$ cat config.mk
export PLATFORM = sky130hd
export DESIGN_NAME = crc16_byte_framer
export DESIGN_NICKNAME = d
export VERILOG_FILES = /design/src/design/crcbf_pkg.sv /design/src/design/crcbf_cfg.sv /design/src/design/crcbf_seq.sv /design/src/design/crcbf_emit.sv /design/src/design/crc16_byte_framer.sv
export SDC_FILE = /design/constraint.sdc
export NUM_CORES = 1
export LEC_CHECK = 0
export ABC_AREA = 1
export BUFFER_PORTS_ARGS = -buffer_cell sky130_fd_sc_hd__buf_4
export CAP_MARGIN = 20
export CORE_MARGIN = 2
export CORE_UTILIZATION = 39
export CTS_CLUSTER_SIZE = 8
export DETAILED_ROUTE_END_ITERATION = 12
export GPL_TIMING_DRIVEN = 0
export MAX_ROUTING_LAYER = met4
export PLACE_DENSITY = 0.7
export SYNTH_ARGS = -nofsm -noshare
export SYNTH_HDL_FRONTEND = slang
export SYNTH_HIERARCHICAL = 1
export SYNTH_SLANG_ARGS = --single-unit
$ cat constraint.sdc
create_clock -name clk -period 1.9 [get_ports clk]
set_clock_uncertainty 0.15 [all_clocks]
set_input_delay 0.095 -clock clk [delete_from_list [all_inputs] [get_ports clk]]
set_output_delay 0.095 -clock clk [all_outputs]
set_load 0.02 [all_outputs]
$ cat src/design/crcbf_pkg.sv
// Shared types, register indexes and the CRC-16 byte update for the framer.
package crcbf_pkg;

	localparam logic [15:0] CRC_INIT = 16'hFFFF;
	localparam logic [15:0] CRC_POLY = 16'h1021;
	localparam logic [7:0]  LEN_RESET = 8'd67;

	// Configuration register indexes
	localparam logic [7:0] REG_SYNC = 8'd0;
	localparam logic [7:0] REG_TYPE = 8'd1;
	localparam logic [7:0] REG_END  = 8'd2;
	localparam logic [7:0] REG_LEN  = 8'd3;

	// Positions in the output run of one payload byte
	typedef enum logic [2:0] {
		SLOT_SYNC  = 3'd0,
		SLOT_TYPE  = 3'd1,
		SLOT_LEN   = 3'd2,
		SLOT_DATA  = 3'd3,
		SLOT_CRCHI = 3'd4,
		SLOT_CRCLO = 3'd5,
		SLOT_END   = 3'd6
	} slot_t;

	typedef struct packed {
		logic [7:0] sync_byte;
		logic [7:0] frame_type;
		logic [7:0] end_byte;
		logic [7:0] payload_length;
	} cfg_t;

	typedef struct packed {
		logic       hdr;
		logic       tail;
		logic [7:0] data;
	} item_t;

	// CRC-16 CCITT update with one byte, MSB first
	function automatic logic [15:0] crc_feed(input logic [15:0] crc, input logic [7:0] b);
		logic [15:0] c;
		c = crc ^ {b, 8'h00};
		for (int k = 0; k < 8; k++) begin
			if (c[15]) begin
				c = {c[14:0], 1'b0} ^ CRC_POLY;
			end else begin
				c = {c[14:0], 1'b0};
			end
		end
		return c;
	endfunction

endpackage

$ cat src/design/crcbf_cfg.sv
// Configuration register file of the framer.
module crcbf_cfg (
	input  logic                clk,
	input  logic                arst_n,
	input  logic                cfg_valid,
	output logic                cfg_ready,
	input  logic [7:0]          cfg_index,
	input  logic [7:0]          cfg_data,
	output crcbf_pkg::cfg_t     cfg
);

	crcbf_pkg::cfg_t cfg_q;

	assign cfg_ready = 1'b1;
	assign cfg      = cfg_q;

	// Write the addressed register, drop writes to unknown indexes
	always_ff @(posedge clk or negedge arst_n) begin
		if (!arst_n) begin
			cfg_q.sync_byte      <= 8'd0;
			cfg_q.frame_type     <= 8'd0;
			cfg_q.end_byte       <= 8'd0;
			cfg_q.payload_length <= crcbf_pkg::LEN_RESET;
		end else if (cfg_valid && cfg_ready) begin
			case (cfg_index)
				crcbf_pkg::REG_SYNC: cfg_q.sync_byte      <= cfg_data;
				crcbf_pkg::REG_TYPE: cfg_q.frame_type     <= cfg_data;
				crcbf_pkg::REG_END:  cfg_q.end_byte       <= cfg_data;
				crcbf_pkg::REG_LEN:  cfg_q.payload_length <= cfg_data;
				default: ;
			endcase
		end
	end

endmodule

$ cat src/design/crcbf_seq.sv
// Frame position counter: marks each incoming byte as first and/or last of its frame.
module crcbf_seq (
	input  logic                clk,
	input  logic                arst_n,
	input  logic                accept,
	input  logic [7:0]          payload_byte,
	input  logic [7:0]          payload_length,
	output crcbf_pkg::item_t    item
);

	logic [7:0] count_q;
	logic [7:0] count_inc;

	assign count_inc = count_q + 8'd1;

	// Classify the byte on offer against the current count
	always_comb begin
		item.hdr  = (count_q == 8'd0);
		item.tail = (count_inc == payload_length);
		item.data = payload_byte;
	end

	// Advance the count on each accepted beat, wrap to zero at frame end
	always_ff @(posedge clk or negedge arst_n) begin
		if (!arst_n) begin
			count_q <= 8'd0;
		end else if (accept) begin
			count_q <= item.tail ? 8'd0 : count_inc;
		end
	end

endmodule

$ cat src/design/crcbf_emit.sv
// Item register and run emitter: walks header, data and trailer slots, runs the CRC.
module crcbf_emit (
	input  logic                clk,
	input  logic                arst_n,
	input  logic                in_valid,
	output logic                in_ready,
	input  crcbf_pkg::item_t    item,
	input  crcbf_pkg::cfg_t     cfg,
	output logic                out_valid,
	input  logic                out_ready,
	output logic [7:0]          out_byte,
	output logic                run_last,
	output logic                frame_end
);

	crcbf_pkg::item_t item_s1;
	logic             valid_s1;
	crcbf_pkg::slot_t slot_q;
	logic [15:0]      crc_q;
	crcbf_pkg::slot_t last_slot;
	logic             out_beat;
	logic             accept;

	assign last_slot = item_s1.tail ? crcbf_pkg::SLOT_END : crcbf_pkg::SLOT_DATA;
	assign out_valid = valid_s1;
	assign run_last  = (slot_q == last_slot);
	assign frame_end = (slot_q == crcbf_pkg::SLOT_END);
	assign out_beat  = valid_s1 && out_ready;
	assign in_ready  = !valid_s1 || (out_ready && run_last);
	assign accept    = in_valid && in_ready;

	// Select the byte for the current slot
	always_comb begin
		case (slot_q)
			crcbf_pkg::SLOT_SYNC:  out_byte = cfg.sync_byte;
			crcbf_pkg::SLOT_TYPE:  out_byte = cfg.frame_type;
			crcbf_pkg::SLOT_LEN:   out_byte = cfg.payload_length;
			crcbf_pkg::SLOT_DATA:  out_byte = item_s1.data;
			crcbf_pkg::SLOT_CRCHI: out_byte = crc_q[15:8];
			crcbf_pkg::SLOT_CRCLO: out_byte = crc_q[7:0];
			crcbf_pkg::SLOT_END:   out_byte = cfg.end_byte;
			default:               out_byte = item_s1.data;
		endcase
	end

	// Hold the item payload until its run is done
	always_ff @(posedge clk) begin
		if (accept) begin
			item_s1 <= item;
		end
	end

	// Load a new run, advance the slot, or drop the finished run
	always_ff @(posedge clk or negedge arst_n) begin
		if (!arst_n) begin
			valid_s1 <= 1'b0;
			slot_q   <= crcbf_pkg::SLOT_DATA;
		end else if (accept) begin
			valid_s1 <= 1'b1;
			slot_q   <= item.hdr ? crcbf_pkg::SLOT_SYNC : crcbf_pkg::SLOT_DATA;
		end else if (out_beat) begin
			if (run_last) begin
				valid_s1 <= 1'b0;
			end else begin
				slot_q <= crcbf_pkg::slot_t'(slot_q + 3'd1);
			end
		end
	end

	// Feed the CRC with type, length and data as each beat leaves
	always_ff @(posedge clk or negedge arst_n) begin
		if (!arst_n) begin
			crc_q <= crcbf_pkg::CRC_INIT;
		end else if (out_beat) begin
			case (slot_q)
				crcbf_pkg::SLOT_TYPE: crc_q <= crcbf_pkg::crc_feed(crcbf_pkg::CRC_INIT,
						cfg.frame_type);
				crcbf_pkg::SLOT_LEN:  crc_q <= crcbf_pkg::crc_feed(crc_q, cfg.payload_length);
				crcbf_pkg::SLOT_DATA: crc_q <= crcbf_pkg::crc_feed(crc_q, item_s1.data);
				default: ;
			endcase
		end
	end

endmodule

$ cat src/design/crc16_byte_framer.sv
// The first output beat of a byte is valid in the cycle after the byte is taken.
// One beat per cycle while out_ready is high; a middle byte gives its data beat only, a first
// byte adds sync, type and length before it, a last byte adds CRC and end beats after it.
// The next byte is taken in the cycle the last beat of the current run leaves.
// Reset: arst_n clears the frame count, CRC, output run and registers (length 67).
module crc16_byte_framer (
	input  logic       clk,
	input  logic       arst_n,
	input  logic       in_valid,
	output logic       in_ready,
	input  logic [7:0] payload_byte,
	output logic       out_valid,
	input  logic       out_ready,
	output logic [7:0] out_byte,
	output logic       run_last,
	output logic       frame_end,
	input  logic       cfg_valid,
	output logic       cfg_ready,
	input  logic [7:0] cfg_index,
	input  logic [7:0] cfg_data
);

	crcbf_pkg::cfg_t  cfg;
	crcbf_pkg::item_t item;

	crcbf_cfg u_cfg (
		.clk       (clk),
		.arst_n    (arst_n),
		.cfg_valid (cfg_valid),
		.cfg_ready (cfg_ready),
		.cfg_index (cfg_index),
		.cfg_data  (cfg_data),
		.cfg       (cfg)
	);

	crcbf_seq u_seq (
		.clk            (clk),
		.arst_n         (arst_n),
		.accept         (in_valid && in_ready),
		.payload_byte   (payload_byte),
		.payload_length (cfg.payload_length),
		.item           (item)
	);

	crcbf_emit u_emit (
		.clk       (clk),
		.arst_n    (arst_n),
		.in_valid  (in_valid),
		.in_ready  (in_ready),
		.item      (item),
		.cfg       (cfg),
		.out_valid (out_valid),
		.out_ready (out_ready),
		.out_byte  (out_byte),
		.run_last  (run_last),
		.frame_end (frame_end)
	);

endmodule

---- Word level (Yosys, flattened, before mapping) ----
Cells that the tools add are included.
cells by class
  multiplexer cells ....................... 77
  add/subtract/negate cells ............... 2
  bitwise logic cells ..................... 27
  eq/ne operators ......................... 12
  reduce and logical (&&, ||, !) cells .... 18
operators with widths
  kind                   count
  $mux W16               42
  $mux W13               24
  $not A3 Y3             24
  $pmux W16 S3           1
  $pmux W8 S6            1
  $xor A16 B16 Y16       2
  $eq A8 B2 Y1 const B   2
  $logic_not A8 Y1       2
  $not A16 Y16           1
  $reduce_and A2 Y1      7
  $mux W3                4
  $eq A3 B3 Y1 const B   3
  $add A8 B1 Y8 const B  1
  $eq A8 B1 Y1 const B   1
  $eq A8 B8 Y1           1
  $mux W8                1
  $eq A3 B2 Y1 const B   2
  $reduce_bool A2 Y1     2
  $add A3 B1 Y3 const B  1
  $eq A3 B1 Y1 const B   1
  $eq A3 B3 Y1           1
  $logic_and A1 B1 Y1    3
  $logic_not A3 Y1       1
  $mux W1                3
  other kinds (5)        5
storage, ports and cells
  bits of input ports ..................... 29
  logic and storage cells ................. 146
  flip-flop bits (word level) ............. 69

---- Longest topological paths before layout ----
  depth after elaboration ................. 32
  mapped depth ............................ 14
  gate-level depth less buffers ........... 13

---- Hierarchy ----
Netlist, hierarchy kept.
modules (own cells, without submodules)
  module             area an instance (um^2)  instances  sequential area each (um^2)  cells an instance
  crcbf_emit         2,742.6                  1          793.3                        457
  crcbf_cfg          1,390.1                  1          804.5                        157
  crcbf_seq          789.5                    1          200.2                        125
  crc16_byte_framer  7.5                      1          0.0                          2

---- Worst setup path before layout ----
OpenSTA, ideal clock, no wires.
  path kind ............................... register -> output
  from .................................... reg u_emit.slot_q[0]
  to ...................................... out out_byte[3]
  setup slack ............................. -214 ps
  stages on the path, launching flop included .. 9
  arrival time ............................ 1,869 ps
  cell sequence ........................... dfstp_2 > inv_1 > ha_1 > nand2_1 > clkinv_1 > nand2_1 > o21ai_0 > o31ai_1 > o21ai_0
on the way
  cells in the longest elaborated chain, start to end .. 2
ends and longest elaborated chain
  what                      line                     text
  start: declaration        crcbf_emit.sv:18         crcbf_pkg::slot_t slot_q;
  start signal: assignment  crcbf_emit.sv:57         slot_q <= crcbf_pkg::SLOT_DATA;
  start signal: assignment  crcbf_emit.sv:60         slot_q <= item.hdr ? crcbf_pkg::SLOT_SYNC : crcbf_pkg::SLOT_DATA;
  start signal: assignment  crcbf_emit.sv:65         slot_q <= crcbf_pkg::slot_t'(slot_q + 3'd1);
  $eq A3 B3 Y1              --
  named net frame_end       crc16_byte_framer.sv:16  output logic frame_end,
  $pmux W8 S6               crcbf_emit.sv:34         case (slot_q)
  end: declaration          crc16_byte_framer.sv:14  output logic [7:0] out_byte,
The timed path passes the listed nets, and every way through them passes these cells.

---- Worst setup path after layout ----
  from .................................... reg u_emit.slot_q[1]
  to ...................................... out out_byte[4]
on the way
  cells in the longest elaborated chain, start to end .. 2
ends and longest elaborated chain
  what                                        line
  $eq A3 B3 Y1, or another cell as far along  crcbf_emit.sv:34
  $pmux W8 S6 *                               crcbf_emit.sv:34
Every way passes the cells marked *; elsewhere a longest branch is shown, timed or not.

==> impl_metrics.json <==
{
  "drive_gt1_share_pct": 28.0,
  "rsz0062_at_grt": "yes",
  "cts_buffers": 9,
  "status": "complete, but fails checks",
  "syn_area_um2": 4930,
  "fillerInstances": 1092,
  "drt_iter0_drc": 424,
  "synthArstFlopShare_pct": 87.0,
  "startpoint_type": "flop",
  "initial_core_util_pct": 39.5,
  "maxCapViolations": 0,
  "die_height_um": 116,
  "fp.coreArea_um2": 12500,
  "clk_latency_ps": 340,
  "dpl.cell_count": 945,
  "overflow": 0,
  "p_per_area_nw_per_um2": 1370,
  "fin_total_pwr_mw": 9.34,
  "finalHoldViolations": 0,
  "post-route-min-period_ps": 2240,
  "synth_ff_type": "dfrtp_1",
  "area_growth_pct": 38.0,
  "crit_fanout": 10,
  "worstPathRequired_ps": 1650,
  "synth_area_per_cell_um2": 6.65,
  "whs_path_depth": 6,
  "ant_nets": 0,
  "r2r_cells": 13,
  "syn_nets": 778,
  "synthTopCellsByArea": "nand2_1 (24%), dfrtp_1 (20%), dfstp_2 (11%)",
  "htree_levels": 3,
  "dieArea_um2": 13600,
  "peakVddDrop_v": 0.000652,
  "end_kind": "primary output",
  "drcViolationCount": 0,
  "max_freq_mhz": 447,
  "yosysTopAreaCell": "nand2_1",
  "hold_class": "primary input to flop",
  "routed_via_density": 5.15,
  "syn_inst": 741,
  "rr_endpoint": "u_emit/crc_q[6]",
  "clockRootBuffer": "clkbuf_16",
  "violations": "negative setup slack",
  "report.final.setup_viol": 25,
  "clkTransAtPathRegs_ps": 60,
  "synth-edff-count": 9,
  "register_area_um2": 1800,
  "tritoncts": "yes",
  "diodes": 0,
  "finalCritPeriodShare_pct": 118,
  "rows": 41,
  "drtPass1Iterations": 5,
  "slowest_delay_ps": 620,
  "die_w_um": 116,
  "synth_top_area_share_pct": 23.6,
  "hpwl_mm": 10.2,
  "p_leak_nw": 3.37,
  "grt_pass1_vias": 4687,
  "cts.path.max_buffers": 2,
  "grt_usage_pct": 23.0,
  "avgRoutedWirePerCell_um": 14.9,
  "crit_chain": "buf_12 -> ha_4 -> nand2_4 -> o2111ai_2 -> a2bb2oi_2 -> buf_6",
  "cpMaxStageDelayCell": "dfstp_2",
  "antenna_found_initial": 0,
  "yosys_warnings": 6,
  "rr_startpoint": "u_emit/slot_q[1]",
  "max_slew_margin_pct": 47.9,
  "layout.cells.non_filler": 1016,
  "seq_area_frac_synth_pct": 36.5,
  "grt_pass1_wl_mm": 23.2,
  "crit_path_start": "u_emit/slot_q[1]",
  "wirelength_mm": 15.1,
  "nets": 876,
  "crit_arrival_ps": 1990,
  "port_buffers": 32,
  "gp_congestion": 0.924,
  "pin_count": 42,
  "slew_viol_final": 0,
  "reg2reg_setup_slack_ps": -210,
  "worst_slack_ps": -337,
  "crit_type": "flop to primary output",
  "synth_seq_cells": 69,
  "grt_max_degree": 61,
  "multi_input_area_um2": 3070,
  "worst_pin_slew_ps": 781,
  "cts.sink_count": 69,
  "yosysUniqueCellTypes": 41,
  "vias": 5233,
  "cp-endpoint": "out_byte[4]"
}
-- report_power, final --
group	internal [mW]	switching (mW)	leakage [nW]
registers	1.92	0.352	0.829
clock network	1.03	0.686	0.140
logic	2.26	3.09	2.40
-- worst max-delay path: cells and delay by family, from the launching register on --
family / cells / cell delay (ps)
buffers and inverters: 2 / 270
adder cells (fa/ha/maj): 1 / 160
AO/OA/AOI/OAI: 2 / 450
AND/OR/NAND/NOR: 1 / 150
flip-flops: 1 / 620
-- how the worst min path moves through the flow --
stage | startpoint | endpoint | slack [ps]
after global routing | cfg_valid | u_cfg/cfg[22] | 50
final | cfg_index[2] | u_cfg/cfg[0] | 3
after detailed placement | arst_n | u_seq/count_q[4] | 80
after CTS | cfg_index[2] | u_cfg/cfg[0] | 1
after global placement | arst_n | u_seq/count_q[4] | 80
after floorplan | arst_n | u_cfg/cfg[10] | -350
-- final cells by class --
class	instances	area share, %
inverter	95	5.99
multi-input combinational	557	45.1
buffer	19	2.59
clock inverter	6	1.05
tap	172	3.16
timing repair buffer	87	12.2
clock buffer	10	3.37
sequential	69	26.5
timing repair inverter	1	0.0736
-- repair_timing --
action | 4_1_cts | 5_1_grt
setup buffers | 25 | 9
hold buffers | 20 | 0
resized for setup | 63 | 83
endpoints found under the setup margin | 44 | 44
pin swaps | 12 | 31
hold endpoints to repair | 82 | 0
gates cloned | 0 | 4
-- synth_stat cells, types with 3 or more instances --
library cell / instances
nand2_1: 310
o21ai_0: 18
nand3_1: 93
nor2_4: 5
inv_2: 6
o22ai_1: 8
a21oi_1: 12
nand3b_1: 3
nor2_2: 5
edfxtp_1: 9
nand2_2: 8
buf_4: 11
xnor2_1: 6
nand3_2: 5
dfstp_2: 21
o2111ai_1: 4
buf_6: 3
xor2_1: 4
ha_1: 8
inv_1: 86
clkbuf_1: 3
a2bb2oi_1: 3
buf_2: 3
nor2_1: 41
o221ai_1: 4
dfrtp_1: 39
nor3_1: 3
-- cell families (layout without fill, tap and decap cells) --
| group | count (synthesis) | after routing | share of synthesized area, % |
|---|---|---|---|
| buffers and inverters | 116 | 218 | 10.3 |
| AND/OR/NAND/NOR | 479 | 480 | 41.9 |
| XOR/XNOR | 10 | 10 | 1.78 |
| adder cells (fa/ha/maj) | 8 | 8 | 2.03 |
| flip-flops | 69 | 69 | 36.5 |
| other | 1 | 1 | 0.0761 |
| AO/OA/AOI/OAI | 58 | 58 | 7.46 |
-- stage by stage --
step | setup slack (ps) | setup TNS [ps] | utilization [%] | cell area (um^2) | hold slack [ps]
floorplan | -10.1 | -21.6 | - | 4970 | -351
global placement | -471 | -12100 | 43.6 | 5430 | 78.5
detailed placement | -472 | -12430 | 43.6 | 5430 | 76.2
CTS | -323 | -4300 | 51.1 | 6370 | 1.42
global route | -393 | -6390 | 54.6 | 6800 | 54.3
finish | -337 | -4290 | 54.6 | 6800 | 2.52
-- per-layer routing --
| metal | vias up | share of wire (%) | track usage [%] |
|---|---|---|---|
| met2 | 227 | 50 | 37.9 |
| met3 | 37 | 6.5 | 3.63 |
| met4 | 0 | 2.6 | 7.30 |
| met1 | 2418 | 41 | 29.2 |
| li1 | 2551 | - | - |
| met5 | - | 0 | - |
-- flip-flops by register name, summed over array words and instances (netlist names) --
signal,count
u_cfg/cfg,32
u_emit/crc_q,16
u_emit/item_s1,9
u_emit/out_valid,1
u_emit/slot_q,3
u_seq/count_q,8
-- cells in the final DEF (no fill, tap or decap), drive strengths merged --
cell / instances
nand3b: 3
buf: 83
nor4: 1
nand3: 100
o22ai: 8
o2111ai: 4
nor3: 3
clkbuf: 13
dfstp: 21
ha: 8
a31oi: 2
nand2: 320
a22oi: 2
o21bai: 1
a2bb2oi: 3
nor2: 51
bufinv: 1
o21ai: 18
a21oi: 12
conb: 1
nand4: 2
clkinv: 4
o31ai: 2
dfrtp: 39
xnor2: 6
clkinvlp: 4
dlygate4sd3: 20
inv: 93
o211a: 1
edfxtp: 9
xor2: 4
o221ai: 4
a211oi: 1
No activity file was read; power rests on OpenSTA's default activity.
